[src/rtl/core/letter_trie_engine_defines.svh]
// ----------------------------------------------------------------------------
// letter_trie_engine_defines.svh
// Assertion macros shared by the letter trie engine RTL.
// ----------------------------------------------------------------------------
`ifndef LETTER_TRIE_ENGINE_DEFINES_SVH
`define LETTER_TRIE_ENGINE_DEFINES_SVH

// Same-cycle implication, checked on every rising clock edge out of reset
`define LTE_ASSERT_IMP(lbl, clk, rst_n, ante, cons, msg) \
    lbl: assert property (@(posedge clk) disable iff (!(rst_n)) (ante) |-> (cons)) \
        else $error(msg);

// Next-cycle implication, checked on every rising clock edge out of reset
`define LTE_ASSERT_NXT(lbl, clk, rst_n, ante, cons, msg) \
    lbl: assert property (@(posedge clk) disable iff (!(rst_n)) (ante) |=> (cons)) \
        else $error(msg);

`endif

[src/rtl/core/lte_queue.sv]
// ----------------------------------------------------------------------------
// lte_queue
// Small register FIFO with push/full and pop/empty handshakes.
// ----------------------------------------------------------------------------
module lte_queue #(
    parameter int DW    = 8,
    parameter int DEPTH = 2
) (
    input  logic          i_clk,
    input  logic          i_rst_n,
    input  logic          i_push,
    input  logic [DW-1:0] i_data,
    output logic          o_full,
    input  logic          i_pop,
    output logic [DW-1:0] o_data,
    output logic          o_empty
);

    localparam int AW = (DEPTH > 1) ? $clog2(DEPTH) : 1;
    localparam int CW = $clog2(DEPTH + 1);

    logic [DW-1:0] r_mem [DEPTH];
    logic [AW-1:0] r_wr;
    logic [AW-1:0] r_rd;
    logic [CW-1:0] r_cnt;
    logic          push_ok;
    logic          pop_ok;

    assign o_full  = (r_cnt == CW'(DEPTH));
    assign o_empty = (r_cnt == '0);
    assign push_ok = i_push && !o_full;
    assign pop_ok  = i_pop && !o_empty;
    assign o_data  = r_mem[r_rd];

    // Storage, written on a push transfer
    always_ff @(posedge i_clk) begin
        if (push_ok) begin
            r_mem[r_wr] <= i_data;
        end
    end

    // Pointers and fill count
    always_ff @(posedge i_clk) begin
        if (!i_rst_n) begin
            r_wr  <= '0;
            r_rd  <= '0;
            r_cnt <= '0;
        end else begin
            if (push_ok) begin
                r_wr <= (r_wr == AW'(DEPTH - 1)) ? '0 : r_wr + 1'b1;
            end
            if (pop_ok) begin
                r_rd <= (r_rd == AW'(DEPTH - 1)) ? '0 : r_rd + 1'b1;
            end
            if (push_ok && !pop_ok) begin
                r_cnt <= r_cnt + 1'b1;
            end else if (pop_ok && !push_ok) begin
                r_cnt <= r_cnt - 1'b1;
            end
        end
    end

endmodule

[config.mk]
export PLATFORM = sky130hd
export DESIGN_NAME = lte_queue
export DESIGN_NICKNAME = d
export VERILOG_FILES = /design/src/rtl/core/letter_trie_engine_defines.svh /design/src/rtl/core/lte_queue.sv
export SDC_FILE = /design/constraint.sdc
export NUM_CORES = 1
export LEC_CHECK = 0
export BUFFER_PORTS_ARGS = -buffer_cell sky130_fd_sc_hd__buf_2
export CORE_ASPECT_RATIO = 1.25
export CORE_MARGIN = 2
export CORE_UTILIZATION = 49
export DETAILED_ROUTE_END_ITERATION = 6
export GPL_ROUTABILITY_DRIVEN = 0
export GPL_TIMING_DRIVEN = 0
export MAX_ROUTING_LAYER = met4
export PLACE_DENSITY = 0.81
export SYNTH_ARGS = -nofsm -noshare
export SYNTH_HDL_FRONTEND = slang
export SYNTH_SLANG_ARGS = --single-unit
export TNS_END_PERCENT = 20
[constraint.sdc]
create_clock -name i_clk -period 2 [get_ports i_clk]
set_clock_uncertainty 0.2 [all_clocks]
set_input_delay 0.5 -clock i_clk [delete_from_list [all_inputs] [get_ports i_clk]]
set_output_delay 0.5 -clock i_clk [all_outputs]
set_load 0.005 [all_outputs]
* After elaboration in Yosys (flattened, before gate mapping) *
Memory sizes are Yosys's and may differ from the RTL's. A register that Yosys moved wholly into a read port is not among the register bits.
Index checks and enable logic that the tools add are counted.
W data, S select, Z words.

storage, ports and cells
  register bits = 4
  memory bits (writable) = 16
  word-level logic and storage cells = 27
  memories = 1

memories
  name   depth  bits a word  rd ports  clocked after memory_dff  wr ports  line             text
  r_mem  2      8            1         1                         1         lte_queue.sv:22  logic [DW-1:0] r_mem [DEPTH];

operators by class
  add/subtract/negate cells = 4
  equality and inequality tests = 1
  multiplexer cells = 8
  reductions and logical operators = 10

operators with widths
  operator               number
  $mux W1                6
  $logic_and A1 B1 Y1    4
  $logic_not A1 Y1       4
  $mux W2                2
  $add A1 B1 Y1 const B  2
  $add A2 B1 Y2 const B  1
  $eq A2 B2 Y1 const B   1
  $logic_not A2 Y1       1
  $reduce_bool A2 Y1     1
  $sub A2 B1 Y2 const B  1

* Longest topological paths before layout *
  word-level depth = 7
  gate-level depth with buffers = 7

* Worst setup path after synthesis *
OpenSTA, ideal clock, no wires.

  kind = flip-flop to flip-flop
  start point = register r_cnt[0]
  end point = register r_cnt[1]
  library setup time = 70 ps
  arrival time = 1,384 ps
  path slack = 346 ps
  cell stages (with the launch flop) = 7
  cells stage by stage = dfxtp_1 > nand2b_1 > inv_2 > nor2_1 > ha_1 > or3_1 > a21boi_1

between the ends
  longest elaborated chain between the ends = 6
  elaborated cells on any way between the ends = 15
  those cells by class = add/sub (2); eq/ne (1); mux (2); reduce/logical (10)

RTL lines
  item                                 line             text
  start: declaration                   lte_queue.sv:25  logic [CW-1:0] r_cnt;
  start signal: assignment             lte_queue.sv:56  r_cnt <= r_cnt + 1'b1;
  start signal: assignment             lte_queue.sv:58  r_cnt <= r_cnt - 1'b1;
  $eq A2 B2 Y1 *                       lte_queue.sv:29  assign o_full = (r_cnt == CW'(DEPTH));
  net o_full                           lte_queue.sv:13  output logic o_full,
  $logic_not A1 Y1 *                   lte_queue.sv:31  assign push_ok = i_push && !o_full;
  $logic_and A1 B1 Y1 *                lte_queue.sv:31
  $logic_not A1 Y1                     lte_queue.sv:57  end else if (pop_ok && !push_ok) begin
  $logic_and A1 B1 Y1                  lte_queue.sv:57
  $reduce_bool A2 Y1 (no source line)  n/a

Mark *: on every way through the listed nets, which the timed path passes. The rest lies on a longest branch. The select of a mux whose other input is x is not followed.
A chain may end at the register's enable or synchronous reset.

==> results.txt <==
Input and output buffers added on the ports amount to 21. After filler insertion, the fill cell instance count of the layout stands at 127. Initial antenna violation count: 0. The synthesized design contains 21 register bits. For the final hold violation count, the log shows 0. A synthesized cell averages 16.2 um^2. The relative area change from synthesis to final layout came out at 19.9%. Setup repair after global routing left no endpoint under its margin. The number of global-route vias before repair was 504. The minimum clock period after layout was 1.92 ns; the ratio of routed vias to standard cells was 5.15. For the number of optimization iterations in the first detailed-route pass, the log shows 4. The logs give 93 for the final standard cell count with taps included and fillers excluded and 71.7% for the share of the yosys chip area belonging to registers. CTS saw 21 sinks. In the synthesized netlist the async set-or-reset flop fraction comes to 0%. The run gives 11 as the number of DRC violations after detailed-routing iteration 0.

The worst setup path is of the flop to primary output kind. After floorplanning, the core was sized to cover 1560 um^2. Summed over all cells, the static leakage comes to 0.385 nW. The top cell types in the final layout, fill and taps aside, are buf_2 (21), edfxtp_1 (16), mux2_2 (8), dfxtp_1 (4). In this run the remaining antenna-violating nets after routing total 0. The run gives 20 as the number of different library cells in the post-synthesis netlist. In this run the vertical extent of the chip is 49.4 um. Dividing total power by cell area gives a power density of 1190 nW/um^2.

Based on the critical path, the design can be clocked at up to 520 MHz. The first global-routing pass estimated 1870 um of wire. The number of instances in the synthesized netlist came out at 50. The layout cell share with drive strength beyond 1 is 48.0%, and the number of placed cells counting well taps is 89. 0 antenna diodes ended up in the layout.

The logs give 0 for the leftover overflow at the end of global routing and 0.29 ns for the source-to-sink clock delay at the later pin of the worst-skew pair. Before CTS, the worst setup slack after placement is 0.157 ns. The flow ran to the end, and the final reports show no timing, DRC or antenna violations. The library cell used most frequently in the layout, excluding fill and tap cells, is buf_2. The post-route setup TNS was 0 ns. Average routed wire per standard cell: 13.2 um. The horizontal die dimension was 40.4 um; the net count reported at finish was 89. After legalization and detailed placement, the total HPWL measured 930 um. Largest net degree at the start of global routing: 12. The logs give 810 um^2 for the post-synthesis instance area and 0 for the total setup buffers inserted after CTS. Number of primary I/O pins: 22.

The number of buffers added by the clock tree synthesis step came out at 3. The longest clock path from root to sink contains 2 buffers. Of all nets on the critical path, the largest fanout is 8. Data on the critical path arrives at its endpoint at 1.22 ns. The worst hold path belongs to the class primary input to flop. Setup violations remaining at the end of the flow were counted as 0. The initial standard-cell utilization of the core is 51.8%, and the number of enable flip-flop cells after synthesis is 16.

At the pin with the least slew margin, the transition time is 0.718 ns. TritonCTS built the clock tree. STA classifies the critical path startpoint as a flop.

Global routing consumed, over all layers together, 14.6% of the routing resources. The post-route clock period utilization is 96.1%, and the post-CTS clock slew at the launch and capture registers of the worst setup and hold paths is 0.10 ns. Summing all multi-input logic gate instances after layout gives 216 um^2.

Max-cap violations in this run came to 0. The routed layout has 479 vias. STA classifies the critical path endpoint as a primary output.

The predominant post-synthesis flop cell is edfxtp_1. At the worst endpoint, the required time is 1.30 ns. The tools report the net count after synthesis as 63. Yosys printed 0 warnings. The number of cell rows is 16, and the total number of H-tree levels is 1.

For the quantity of hold-fixing buffers added after cts, the log shows 0. The tools report the worst slew margin relative to its limit as 51.9%. The overall power of the completed layout was 1.15 mW; the wire length after detailed routing was 1230 um. Max-slew violation count: 0. VDD sags by at most 0.000728 V.

For this run, design rule violations remaining after detail routing come to 0. The number of resized instances in the post-cts repair step came out at 1. The die covers 2000 um^2.

The flip-flop and latch area is 582 um^2, and the final worst slack is 0.0780 ns. The tools report the clock root buffer as clkbuf_4.
## synth_stat cells, types with 2 or more instances
cell | n | share of area (%)
edfxtp_1 | 16 | 59
dfxtp_1 | 5 | 12
xnor2_1 | 2 | 2.2
mux2_2 | 8 | 11
nor2_1 | 2 | 0.93
and2_1 | 3 | 2.3
## cell families (layout without fill, tap and decap cells)
group | Yosys count | after routing | share of synthesized area, %
DFF | 21 | 21 | 71.7
and+or+nand+nor | 9 | 9 | 6.80
buffers and inverters | 3 | 28 | 1.54
muxes | 8 | 8 | 11.1
AOI/OAI and AO/OA | 5 | 5 | 4.02
xor gates and xnor gates | 3 | 3 | 3.25
adders and majority gates | 1 | 1 | 1.55
## area by class of cell
cell class	instances	area share [%]
clock buffer	4	2.71
multi-input combinational	26	22.3
timing repair buffer	21	10.8
buffer	1	1.16
tap	18	2.32
sequential	21	59.9
inverter	2	0.773
## critical path: stages, from the launching register on
cell,delay (ns)
dfxtp_2,0.34
buf_6,0.13
mux2_2,0.34
buf_2,0.13
## sequential cells by signal, indices dropped and copies added (netlist names), named ones only
name / count
r_cnt: 2
r_mem: 16
r_rd: 1
r_wr: 1
## power breakdown
part	internal (mW)	leakage [nW]	switching [mW]
registers	0.559	0.191	0.0399
clock network	0.0776	0.0150	0.113
logic	0.201	0.179	0.164
total	0.838	0.385	0.317
## per-stage QoR
stage	hold slack (ns)	util (%)	area (um^2)
finish	0.194	62.2	971
global route	0.182	62.2	971
CTS	0.181	61.9	966
detailed placement	0.314	60.0	937
global placement	0.306	60.0	937
floorplan	0.283	-	810
## metal layers
| layer | up-vias | global-route usage (%) | wire (um) |
|---|---|---|---|
| met5 | - | - | 0 |
| met4 | 0 | 8.33 | 16 |
| met3 | 4 | 2.74 | 64 |
| met2 | 18 | 25.7 | 674 |
| met1 | 224 | 13.1 | 469 |
| li1 | 233 | - | - |
## final timing paths
| path | start | endpoint | slack [ns] | cells past startpoint |
|---|---|---|---|---|
| max | flop | o_data[7] | 0.08 | 3 |
| min reg2reg | r_cnt[1] | r_cnt[1] | 0.33 | 2 |
| min | i_data[7] | r_mem[1][7] | 0.19 | 1 |
| max reg2reg | r_cnt[0] | r_cnt[1] | 0.19 | 6 |
Power figures use the tool's default switching activity.
