File: src/rtl/core/letter_trie_engine_defines.svh
// ----------------------------------------------------------------------------
// letter_trie_engine_defines.svh
// Assertion macros shared by the letter trie engine RTL.
// ----------------------------------------------------------------------------
`ifndef LETTER_TRIE_ENGINE_DEFINES_SVH
`define LETTER_TRIE_ENGINE_DEFINES_SVH

// Same-cycle implication, checked on every rising clock edge out of reset
`define LTE_ASSERT_IMP(lbl, clk, rst_n, ante, cons, msg) \
    lbl: assert property (@(posedge clk) disable iff (!(rst_n)) (ante) |-> (cons)) \
        else $error(msg);

// Next-cycle implication, checked on every rising clock edge out of reset
`define LTE_ASSERT_NXT(lbl, clk, rst_n, ante, cons, msg) \
    lbl: assert property (@(posedge clk) disable iff (!(rst_n)) (ante) |=> (cons)) \
        else $error(msg);

`endif

File: src/rtl/core/lte_pkg.sv
// ----------------------------------------------------------------------------
// lte_pkg
// Shared types and constants of the letter trie engine.
// ----------------------------------------------------------------------------
package lte_pkg;

    // Fixed field widths of the item and result ports
    localparam int OPCODE_W = 2;
    localparam int LETTER_W = 5;
    localparam int NODES_OUT_W = 11;

    // Queue depths between front, back and result port
    localparam int CMD_Q_DEPTH = 4;
    localparam int RES_Q_DEPTH = 2;

    // Word operations
    typedef enum logic [OPCODE_W-1:0] {
        OP_INSERT = 2'd0,
        OP_SEARCH = 2'd1,
        OP_DELETE = 2'd2,
        OP_PREFIX = 2'd3
    } t_op;

    // Classified item handed from front to back
    typedef struct packed {
        logic                first;   // opens a new word
        t_op                 op;      // operation of the word
        logic                walk;    // valid letter, follow the child entry
        logic                bad;     // letter outside the alphabet
        logic [LETTER_W-1:0] letter;
        logic                last;    // closes the word
    } t_cmd;

    // Result item
    typedef struct packed {
        logic                   found;
        logic                   status;
        logic [NODES_OUT_W-1:0] nodes_in_use;
    } t_res;

    // Back end sequencer states
    typedef enum logic [2:0] {
        BK_INIT,
        BK_IDLE,
        BK_LOOK,
        BK_CLR,
        BK_FIN
    } t_back_state;

endpackage

File: src/rtl/core/lte_front.sv
// ----------------------------------------------------------------------------
// lte_front
// Accepts items, latches the word operation and classifies each letter.
// ----------------------------------------------------------------------------
module lte_front #(
    parameter int ALPHABET = 26
) (
    input  logic                         i_clk,
    input  logic                         i_rst_n,
    input  logic                         i_push,
    input  logic                         i_full,
    input  logic [lte_pkg::OPCODE_W-1:0] i_opcode,
    input  logic [lte_pkg::LETTER_W-1:0] i_letter,
    input  logic                         i_has_letter,
    input  logic                         i_last,
    output logic                         o_cmd_push,
    output lte_pkg::t_cmd                o_cmd
);

    logic          r_at_start;
    lte_pkg::t_op  r_op;
    lte_pkg::t_op  op_eff;
    logic          in_alpha;

    assign o_cmd_push = i_push && !i_full;

    // Opcode counts only on the first item of a word
    assign op_eff   = r_at_start ? lte_pkg::t_op'(i_opcode) : r_op;
    assign in_alpha = (32'(i_letter) < ALPHABET);

    // Classified item
    always_comb begin
        o_cmd.first  = r_at_start;
        o_cmd.op     = op_eff;
        o_cmd.walk   = i_has_letter && in_alpha;
        o_cmd.bad    = i_has_letter && !in_alpha;
        o_cmd.letter = i_letter;
        o_cmd.last   = i_last;
    end

    // Word tracking
    always_ff @(posedge i_clk) begin
        if (!i_rst_n) begin
            r_at_start <= 1'b1;
            r_op       <= lte_pkg::OP_INSERT;
        end else if (o_cmd_push) begin
            r_at_start <= i_last;
            r_op       <= op_eff;
        end
    end

endmodule

File: config.mk
export PLATFORM = sky130hd
export DESIGN_NAME = lte_front
export DESIGN_NICKNAME = d
export VERILOG_FILES = /design/src/rtl/core/letter_trie_engine_defines.svh /design/src/rtl/core/lte_pkg.sv /design/src/rtl/core/lte_front.sv
export SDC_FILE = /design/constraint.sdc
export NUM_CORES = 1
export LEC_CHECK = 0
export BUFFER_PORTS_ARGS = -buffer_cell sky130_fd_sc_hd__buf_2
export CAP_MARGIN = 20
export CORE_AREA = 2 2 39 41
export DETAILED_ROUTE_END_ITERATION = 8
export DIE_AREA = 0 0 41 43
export GPL_ROUTABILITY_DRIVEN = 1
export MAX_ROUTING_LAYER = met4
export PLACE_DENSITY = 0.44
export RECOVER_POWER = 25
export SLEW_MARGIN = 15
export SYNTH_ARGS = -nofsm -noshare
export SYNTH_HDL_FRONTEND = slang
export SYNTH_SLANG_ARGS = --single-unit
File: constraint.sdc
create_clock -name i_clk -period 1.1 [get_ports i_clk]
set_input_delay 0.11 -clock i_clk [delete_from_list [all_inputs] [get_ports i_clk]]
set_output_delay 0.11 -clock i_clk [all_outputs]
set_load 0.05 [all_outputs]
Word level (Yosys, flattened, before mapping)
Index checks and enable logic that the tools add are counted.
{ "totals": {"regBits": 3, "in_bits": 13, "out_inout_bits": 12, "wordCells": 9} }
{ "op_classes": {"n_lt_le_gt_ge": 1, "muxes": 1, "n_reduce_logical": 5} }
{ "op_table": {"columns": ["operator", "count"], "rows": [
  ["< comparator 5 bit, second input constant", 1],
  ["logical AND 1 bit", 3],
  ["logical NOT 1 bit", 2],
  ["two-way mux 2 bit", 1]
]} }

Logic depth before layout (Yosys ltp)
Gate-level depths: netlist of the first run.
{ "depth": {"word_depth": 3, "ltp_mapped": 2, "depth_no_buf": 2} }

Worst setup path before layout of the first run
Ideal clock, no wire load.
{ "synth_path": {"path_kind": "input to output", "from": "in i_letter[2] in the netlist's numbering", "to": "out o_cmd[6] in the netlist's numbering", "path_stages": 2, "n_path_buf": 0, "t_arrival_ns": 0.858, "slack_ns": 0.132, "required_time_ns": 0.990, "cell_sequence": "o211ai_1 > nor2_1"} }
{ "synth_lines": {"columns": ["item", "line_no", "text"], "rows": [
  ["from (decl)", "lte_front.sv:13", "input logic [lte_pkg::LETTER_W-1:0] i_letter,"],
  ["to (decl)", "lte_front.sv:17", "output lte_pkg::t_cmd o_cmd"]
]} }

==> flow_metrics.py, run 1 <==
metrics = {
    "die": {
        "row_count": 14,
        "floorplan.initialDensity": 0.166,
        "io-pin-count": 25,
        "total_die_area_sq_mm": 0.00176,
        "core-area_sq_mm": 0.00138,
        "die_y_um": 43,
        "die_width_um": 41,
    },
    "global_routing": {
        "overflow": 0,
        "gr-usage-all-layers": 0.0844,
        "grt_first_pass_wirelength_um": 897,
        "initial_antenna_violation_count": 0,
        "first_global_vias": 246,
        "largest_net_degree_at_the_start_of_global_routing": 6,
    },
    "routing": {
        "drt-vias-per-instance": 3.87,
        "drc_marker_count_from_the_first_detailed_route_iteration": 0,
        "routed_wl_um": 576,
        "drt_drc_violations_left": 0,
        "drt-pass1-iter-count": 1,
        "route.antenna.remaining_nets": 0,
        "vias": 244,
        "routed_wire_length_per_instance_um": 9.14,
    },
    "cts": {
        "cts-buffers-inserted": 3,
        "clock_tree_from_tritoncts": "built",
        "worst_setup_hold_path_clk_slew_ns": 0.04,
        "number_of_hold_buffers_added_after_cts": 0,
        "ctsLongestPathBuffers": 2,
        "worstSkewPairLatency_ns": 0.24,
        "cts.sinks": 3,
        "clock_tree.htree_level_count": 1,
        "cts-root-buf": "sky130_fd_sc_hd__clkbuf_4",
    },
    "synthesis": {
        "synth_seq_area_share": 0.261,
        "syn_avg_cell_area_sq_um": 8.53,
        "syn-instance-count": 27,
        "synth_net_count": 40,
        "ys.warnings.count": 0,
        "ys_seq_elements": 3,
        "synth.lib_cells_used.distinct": 12,
        "post_synth_instance_area_sq_um": 230,
    },
    "placed_design": {
        "setup_slack_after_placement_ns": 0.0974,
        "gp_congestion": 0.667,
        "placed_cells_incl_taps": 59,
        "detailedPlacementHpwl_um": 440,
        "io_buffers": 22,
        "dpl_cell_area_sq_um": 315,
    },
    "layout": {
        "finish.utilization": 0.268,
        "filler_cells": 153,
        "sequential_cell_area_sq_um": 61.3,
        "syn_to_final_growth_pct": 60.9,
        "multi_input_area_sq_um": 118,
        "antenna_cells_inserted": 0,
        "final_common_cell": "sky130_fd_sc_hd__buf_2",
        "layout.cells.most_common_list": "sky130_fd_sc_hd__buf_2, sky130_fd_sc_hd__nand2_1, sky130_fd_sc_hd__clkbuf_4",
        "postLayoutCellArea_sq_um": 370,
        "finish.net_count": 61,
        "post_layout_nonfiller_instances": 63,
        "post_route_cells_drive_above_1_share": 0.596,
    },
    "timing": {
        "part_of_the_cycle_the_worst_path_needs": 1.06,
        "tightestPinTransition_ns": 0.590,
        "clock.fmax_mhz": 861,
        "finalSetupViolCount": 2,
        "finalWorstSetupSlack_ns": -0.0608,
        "report.final.slew_viol_count": 0,
        "final_hold_viol_count": 0,
        "timing.clock.skew_ns": 0.00176,
        "grt_setup_unrepaired": "true",
        "timing.slew.headroom": 0.608,
        "finalCriticalPeriod_ns": 1.16,
        "final.setup.tns_ns": -0.121,
    },
    "status": {
        "violations": "setup timing",
        "result_of_the_run": "finished, violations left",
    },
    "power": {
        "leakage_power_nw": 0.198,
        "power_per_cell_area_mw_per_mm2": 1370,
        "vdd_drop_max_mv": 0.339,
    },
    "critical_path": {
        "arrival_ns": 1.05,
        "worstReg2RegStart": "r_at_start",
        "worst_ep_required_time_ns": 0.99,
        "critical_path_class": "flop to output port",
        "r2r_end": "r_op[0]",
        "worstSetupStartpointType": "flop",
        "timing.reg2reg.worst_path_depth": 3,
        "reg2reg_setup_slack_ns": 0.16,
        "cp_max_fo": 3,
        "crit_path_end_kind": "output port",
    },
    "min_path": {
        "hold_class": "input pin to flop",
        "min_path_cells": 2,
        "capture_endpoint_of_the_worst_hold_path": "r_at_start",
        "hold_start": "i_rst_n",
    },
    "flow_run": {
        "cap_violations": 0,
    },
}
-- synth_stat cells --
cell / n / area, sq um
sky130_fd_sc_hd__and2_1: 1 / 6.26
sky130_fd_sc_hd__o211ai_1: 2 / 15.0
sky130_fd_sc_hd__buf_4: 7 / 52.6
sky130_fd_sc_hd__mux2_2: 2 / 22.5
sky130_fd_sc_hd__nand2_1: 4 / 15.0
sky130_fd_sc_hd__nand3b_1: 1 / 7.51
sky130_fd_sc_hd__and2b_1: 1 / 7.51
sky130_fd_sc_hd__mux2i_1: 2 / 20.0
sky130_fd_sc_hd__dfxtp_1: 3 / 60.1
sky130_fd_sc_hd__inv_1: 2 / 7.51
sky130_fd_sc_hd__and3b_4: 1 / 12.5
sky130_fd_sc_hd__nor2_1: 1 / 3.75
-- power breakdown --
part	internal (mW)	total, mW	switching, mW
Clock	0.136	0.201	0.0647
Combinational	0.0677	0.187	0.119
Sequential	0.116	0.121	0.00469
Total	0.320	0.509	0.189
-- layer usage --
metal  global-route usage  vias to the layer above  routed length [um]
met5                    -                        -                   0
met4               0.0800                        0                  18
met3               0.0524                        2                 120
met2                0.103                       21                 218
met1               0.0868                       99                 218
li1                     -                      122                   -
-- logic make-up after synthesis --
group,Yosys count,synth area share
AOI/OAI and AO/OA,2,0.0652
and+or+nand+nor,9,0.228
DFF,3,0.261
muxes,4,0.185
buffers and inverters,9,0.261
-- worst max-delay path: stages, from the launching register on --
cell                      delay, ns
sky130_fd_sc_hd__dfxtp_2       0.35
sky130_fd_sc_hd__mux2_4        0.31
sky130_fd_sc_hd__buf_8         0.15
-- through the flow --
step	hold WS, ns	power, mW
floorplan	0.199	0.263
global placement	0.221	0.290
detailed placement	0.221	0.289
CTS	0.129	0.519
global route	0.139	0.545
finish	0.134	0.509
-- how the worst max path moves through the flow --
stage                 from       end  slack [ns]  depth (start not counted)
2_1_floorplan  i_letter[2]  o_cmd[6]        0.13                          2
3_3_place_gp    r_at_start  o_cmd[9]        0.11                          2
3_5_place_dp    r_at_start  o_cmd[8]         0.1                          2
4_1_cts         r_at_start  o_cmd[8]       -0.07                          2
5_1_grt         r_at_start  o_cmd[9]       -0.09                          2
6_report        r_at_start  o_cmd[9]       -0.06                          2
-- flip-flops by register name, summed over array words and instances, names as in the netlist --
register    cells
r_op            2
r_at_start      1
-- repair_timing --
item	4_1_cts	5_1_grt
resized for setup	9	1
setup endpoints to repair	2	3
setup buffers	0	0
hold endpoints to repair	0	0
-- layout make-up --
cell class,instances,area share
inverters,2,0.0203
multi-input cells,15,0.318
repair buffers,23,0.372
well taps,16,0.0541
clock buffers,4,0.0709
flip-flops and latches,3,0.166
Note: power is estimated with default switching activity, not from simulation.
==> run 2: changes to the inputs <==
- CELL_PAD_IN_SITES_DETAIL_PLACEMENT: not set -> 0
- CELL_PAD_IN_SITES_GLOBAL_PLACEMENT: not set -> 2
- CORE_AREA: 2 2 39 41 -> not set
- CORE_MARGIN: not set -> 1
- CORE_UTILIZATION: not set -> 14
- DIE_AREA: 0 0 41 43 -> not set
- PLACE_DENSITY: 0.44 -> 0.69
==> run 2 against run 1 <==
The flow still finishes with violations (setup timing). Setup slack worse by 0.0044 ns. Utilization shrank 2.5 points. Flip-flop and latch count unchanged. Non-clock buffer count unchanged. Maximum frequency fell by 0.38%. Via count down 1.2%. Wire length fell by 2.6%. Clock-buffer cell count stayed put. Critical endpoint is now o_cmd[8].
==> flow_metrics.py, run 2 (synthesized netlist as in run 1, its figures left out) <==
metrics = {
    "status": {
        "result_of_the_run": "finished, violations left",
        "violations": "setup timing",
    },
    "timing": {
        "grt_setup_unrepaired": "true",
        "timing.slew.headroom": 0.611,
        "worst_hold_slack_ns": 0.136,
        "finalSetupViolCount": 2,
        "clock.fmax_mhz": 858,
        "part_of_the_cycle_the_worst_path_needs": 1.06,
        "final_hold_viol_count": 0,
        "finalCriticalPeriod_ns": 1.17,
        "report.final.slew_viol_count": 0,
        "timing.clock.skew_ns": 0.00322,
        "finalWorstSetupSlack_ns": -0.0652,
        "tightestPinTransition_ns": 0.586,
    },
    "die": {
        "floorplan.initialDensity": 0.151,
        "core-area_sq_mm": 0.00152,
        "die_y_um": 42.6,
        "total_die_area_sq_mm": 0.00181,
        "row_count": 14,
        "io-pin-count": 25,
        "die_width_um": 42.6,
    },
    "critical_path": {
        "worst_ep_required_time_ns": 0.99,
        "cpMaxStageDelayCell": "sky130_fd_sc_hd__dfxtp_2",
        "crit_buf_inv": 1,
        "critical_path.cell_chain": "mux2_4 > buf_8",
        "worstSetupStartpointType": "flop",
        "reg2reg_setup_slack_ns": 0.15,
        "timing.reg2reg.worst_path_depth": 3,
        "worstReg2RegStart": "r_at_start",
        "r2r_end": "r_op[1]",
        "arrival_ns": 1.06,
        "crit_path_end_kind": "output port",
        "critical-path-max-stage-delay_ns": 0.35,
        "cp_max_fo": 3,
        "critical_path_class": "flop to output port",
        "critPathTopFamily": "flip-flops",
    },
    "power": {
        "power_per_cell_area_mw_per_mm2": 1350,
        "leakage_power_nw": 0.198,
        "vdd_drop_max_mv": 0.417,
    },
    "layout": {
        "syn_to_final_growth_pct": 60.9,
        "largest_register_ffs": 2,
        "largest-register": "r_op",
        "finish.net_count": 61,
        "biggestRegsByFlops": "r_op (2), r_at_start (1)",
        "post_route_cells_drive_above_1_share": 0.596,
        "layout.cells.most_common_list": "sky130_fd_sc_hd__buf_2, sky130_fd_sc_hd__nand2_1, sky130_fd_sc_hd__clkbuf_4",
        "finish.utilization": 0.243,
        "postLayoutCellArea_sq_um": 370,
        "final_common_cell": "sky130_fd_sc_hd__buf_2",
        "antenna_cells_inserted": 0,
    },
    "cts": {
        "clock_tree.htree_level_count": 1,
        "cts.sinks": 3,
        "clock_tree_from_tritoncts": "built",
        "number_of_hold_buffers_added_after_cts": 0,
        "cts-buffers-inserted": 3,
        "ctsLongestPathBuffers": 2,
        "worstSkewPairLatency_ns": 0.23,
        "cts-root-buf": "sky130_fd_sc_hd__clkbuf_4",
        "worst_setup_hold_path_clk_slew_ns": 0.04,
        "postCtsSetupBuffers": 0,
    },
    "routing": {
        "drt-pass1-iter-count": 4,
        "drt-vias-per-instance": 3.83,
        "routed_wl_um": 561,
        "route.antenna.remaining_nets": 0,
        "routed_wire_length_per_instance_um": 8.90,
        "drt_drc_violations_left": 0,
        "drc_marker_count_from_the_first_detailed_route_iteration": 3,
        "vias": 241,
    },
    "min_path": {
        "capture_endpoint_of_the_worst_hold_path": "r_at_start",
        "hold_start": "i_rst_n",
        "min_path_cells": 2,
        "hold_class": "input pin to flop",
    },
    "placed_design": {
        "setup_slack_after_placement_ns": 0.101,
        "dpl_cell_area_sq_um": 315,
        "detailedPlacementHpwl_um": 439,
        "io_buffers": 22,
        "gp_congestion": 0.584,
    },
    "global_routing": {
        "overflow": 0,
        "largest_net_degree_at_the_start_of_global_routing": 6,
        "grt_first_pass_wirelength_um": 855,
        "initial_antenna_violation_count": 0,
        "first_global_vias": 224,
        "gr-usage-all-layers": 0.0688,
    },
    "flow_run": {
        "cap_violations": 0,
    },
}
-- run 2: cell counts in the layout (fill, tap and decap cells not counted) --
No cell type changed its count.
-- run 2: area by class of cell --
type	count	area [sq um]
inverters	2	7.51
repair buffers	23	138
flip-flops and latches	3	61.3
clock buffers	4	26.3
fillers	172	1150
multi-input cells	15	118
well taps	16	20.0
-- run 2: stage by stage --
stage / power [mW] / setup TNS (ns) / cells
after floorplan: 0.263 / 0 / 27
after global placement: 0.290 / 0 / 59
after detailed placement: 0.290 / 0 / 59
after CTS: 0.516 / -0.137 / 63
after global routing: 0.543 / -0.194 / 63
final: 0.501 / -0.127 / 63
-- run 2: layer usage --
| layer | vias up | global-route usage | share of wire |
|---|---|---|---|
| li1 | 121 | - | - |
| met4 | 0 | 0.0813 | 0 |
| met5 | - | - | 0 |
| met2 | 18 | 0.0923 | 0.45 |
| met1 | 102 | 0.0724 | 0.43 |
| met3 | 0 | 0.0216 | 0.11 |
-- run 2: how the worst max path moves through the flow --
stage,slack (ns),from,end,cells past startpoint
after CTS,-0.07,r_at_start,o_cmd[9],2
after detailed placement,0.10,r_at_start,o_cmd[9],2
after global placement,0.11,r_at_start,o_cmd[9],2
final,-0.07,r_at_start,o_cmd[8],2
after floorplan,0.13,i_letter[2],o_cmd[6],2
after global routing,-0.1,r_at_start,o_cmd[8],2
-- run 2: timing repair --
action / in CTS / in global routing
gates resized for setup: 9 / 1
endpoints found under the setup margin: 2 / 3
endpoints found under the hold margin: 0 / 0
-- run 2: where the power goes --
part           switching, mW  internal (mW)  leakage (nW)  total (mW)
registers            0.00476          0.116        0.0243       0.121
clock network         0.0567          0.136        0.0150       0.193
logic                  0.120         0.0677         0.158       0.188
total                  0.182          0.320         0.198       0.501
==> run 3: changes to the inputs <==
- CORE_UTILIZATION: 14 -> 15
- PLACE_DENSITY: 0.69 -> 0.73
- clock period: 1.1 -> 1.4 ns (I/O delays scaled with it)
==> run 3 against run 2 <==
The run now ends clean. Critical path depth unchanged. Final cell count decreased by 3.2%. Utilization decreased by 0.13 points. Clock-buffer cell count unchanged. Via count decreased by 3.7%. Sequential power decreased by 21%. Power decreased by 26%. Register-to-register slack improved by 0.36 ns. Clock power decreased by 22%.
==> flow_metrics.py, run 3 (synthesized netlist as in run 1, its figures left out) <==
metrics = {
    "status": {
        "result_of_the_run": "complete, no violations",
    },
    "die": {
        "die_y_um": 41.2,
        "row_count": 13,
        "core-area_sq_mm": 0.00137,
        "floorplan.initialDensity": 0.168,
        "total_die_area_sq_mm": 0.00170,
        "die_width_um": 41.2,
        "io-pin-count": 25,
    },
    "critical_path": {
        "arrival_ns": 1.19,
        "critical-path-max-stage-delay_ns": 0.40,
        "worst_ep_required_time_ns": 1.26,
        "timing.reg2reg.worst_path_depth": 2,
        "worstReg2RegStart": "r_at_start",
        "cpMaxStageDelayCell": "sky130_fd_sc_hd__dfxtp_1",
        "critical_path.cell_chain": "mux2_2 > buf_2",
        "worstSetupStartpointType": "flop",
        "cp-startpoint": "r_at_start",
        "critical_path_class": "flop to output port",
        "cp_max_fo": 5,
        "crit_path_end_kind": "output port",
    },
    "global_routing": {
        "grt_first_pass_wirelength_um": 621,
        "largest_net_degree_at_the_start_of_global_routing": 6,
        "overflow": 0,
        "initial_antenna_violation_count": 0,
        "first_global_vias": 176,
        "gr-usage-all-layers": 0.0650,
    },
    "routing": {
        "routed_wl_um": 504,
        "vias": 232,
        "route.antenna.remaining_nets": 0,
        "drt-vias-per-instance": 3.80,
        "drc_marker_count_from_the_first_detailed_route_iteration": 3,
        "routed_wire_length_per_instance_um": 8.26,
        "drt_drc_violations_left": 0,
        "drt-pass1-iter-count": 3,
    },
    "cts": {
        "cts-root-buf": "sky130_fd_sc_hd__clkbuf_4",
        "cts_repair_resize_count": 0,
        "ctsLongestPathBuffers": 2,
        "postCtsSetupBuffers": 0,
        "cts.sinks": 3,
        "cts-buffers-inserted": 3,
        "worst_setup_hold_path_clk_slew_ns": 0.04,
        "number_of_hold_buffers_added_after_cts": 0,
        "clock_tree_from_tritoncts": "built",
        "clock_tree.htree_level_count": 1,
        "worstSkewPairLatency_ns": 0.23,
    },
    "placed_design": {
        "gp_congestion": 0.570,
        "io_buffers": 22,
        "dpl_cell_area_sq_um": 307,
        "detailedPlacementHpwl_um": 418,
    },
    "timing": {
        "grt_setup_unrepaired": "false",
        "finalCriticalPeriod_ns": 1.33,
        "timing.slew.headroom": 0.608,
        "timing.clock.skew_ns": 0.000912,
        "tightestPinTransition_ns": 0.591,
        "part_of_the_cycle_the_worst_path_needs": 0.951,
        "clock.fmax_mhz": 751,
        "report.final.slew_viol_count": 0,
        "finalSetupViolCount": 0,
        "final.setup.tns_ns": 0,
        "final_hold_viol_count": 0,
    },
    "layout": {
        "layout.cells.most_common_list": "sky130_fd_sc_hd__buf_2, sky130_fd_sc_hd__nand2_1, sky130_fd_sc_hd__clkbuf_4, sky130_fd_sc_hd__clkbuf_1, sky130_fd_sc_hd__dfxtp_1",
        "sequential_cell_area_sq_um": 60.1,
        "antenna_cells_inserted": 0,
        "largest-register": "r_op",
        "final_common_cell": "sky130_fd_sc_hd__buf_2",
        "biggestRegsByFlops": "r_op (2), r_at_start (1)",
        "postLayoutCellArea_sq_um": 330,
        "post_route_cells_drive_above_1_share": 0.565,
        "finish.net_count": 60,
        "multi_input_area_sq_um": 110,
        "largest_register_ffs": 2,
        "syn_to_final_growth_pct": 43.5,
        "filler_cells": 165,
    },
    "power": {
        "vdd_drop_max_mv": 0.264,
        "fin_total_pwr_mw": 0.372,
        "power_per_cell_area_mw_per_mm2": 1130,
        "leakage_power_nw": 0.176,
    },
    "min_path": {
        "hold_class": "input pin to flop",
        "hold_start": "i_rst_n",
        "min_path_cells": 2,
    },
    "flow_run": {
        "cap_violations": 0,
    },
}
==> run 3: per-stage QoR <==
stage	cells	util	hold slack [ns]	worst slack (ns)
floorplan	27	-	0.229	0.372
global placement	57	0.224	0.281	0.322
detailed placement	57	0.224	0.281	0.299
CTS	61	0.244	0.149	0.0494
global route	61	0.242	0.160	0.0144
finish	61	0.242	0.152	0.0692
==> run 3: cell type report <==
type | instances | area share
flip-flops and latches | 3 | 0.182
inverters | 2 | 0.0227
well taps | 15 | 0.0568
clock buffers | 4 | 0.0795
repair buffers | 22 | 0.326
multi-input cells | 15 | 0.333
==> run 3: final timing paths <==
kind / end / slack (ns)
hold / removal: r_at_start / 0.15
hold reg to reg: r_op[1] / 0.46
setup / recovery: o_cmd[8] / 0.07
setup reg to reg: r_op[0] / 0.51
==> run 3: critical path, delay by kind of cell, from the launching register on <==
family | cells | cell delay [ns]
flops | 1 | 0.40
buf+inv | 1 | 0.21
mux | 1 | 0.35
==> run 3: power by group <==
part / switching, mW / internal (mW) / leakage (nW)
Clock: 0.0436 / 0.107 / 0.0150
Sequential: 0.00416 / 0.0909 / 0.0246
Combinational: 0.0892 / 0.0375 / 0.136
Total: 0.137 / 0.235 / 0.176
==> run 3: layer usage <==
metal | track usage | wire [um] | share of wire | up-vias
met5 | - | 0 | 0 | -
met4 | 0.0726 | 0 | 0 | 0
met1 | 0.0575 | 232 | 0.46 | 92
li1 | - | - | - | 120
met2 | 0.0938 | 186 | 0.37 | 20
met3 | 0.0326 | 86 | 0.17 | 0
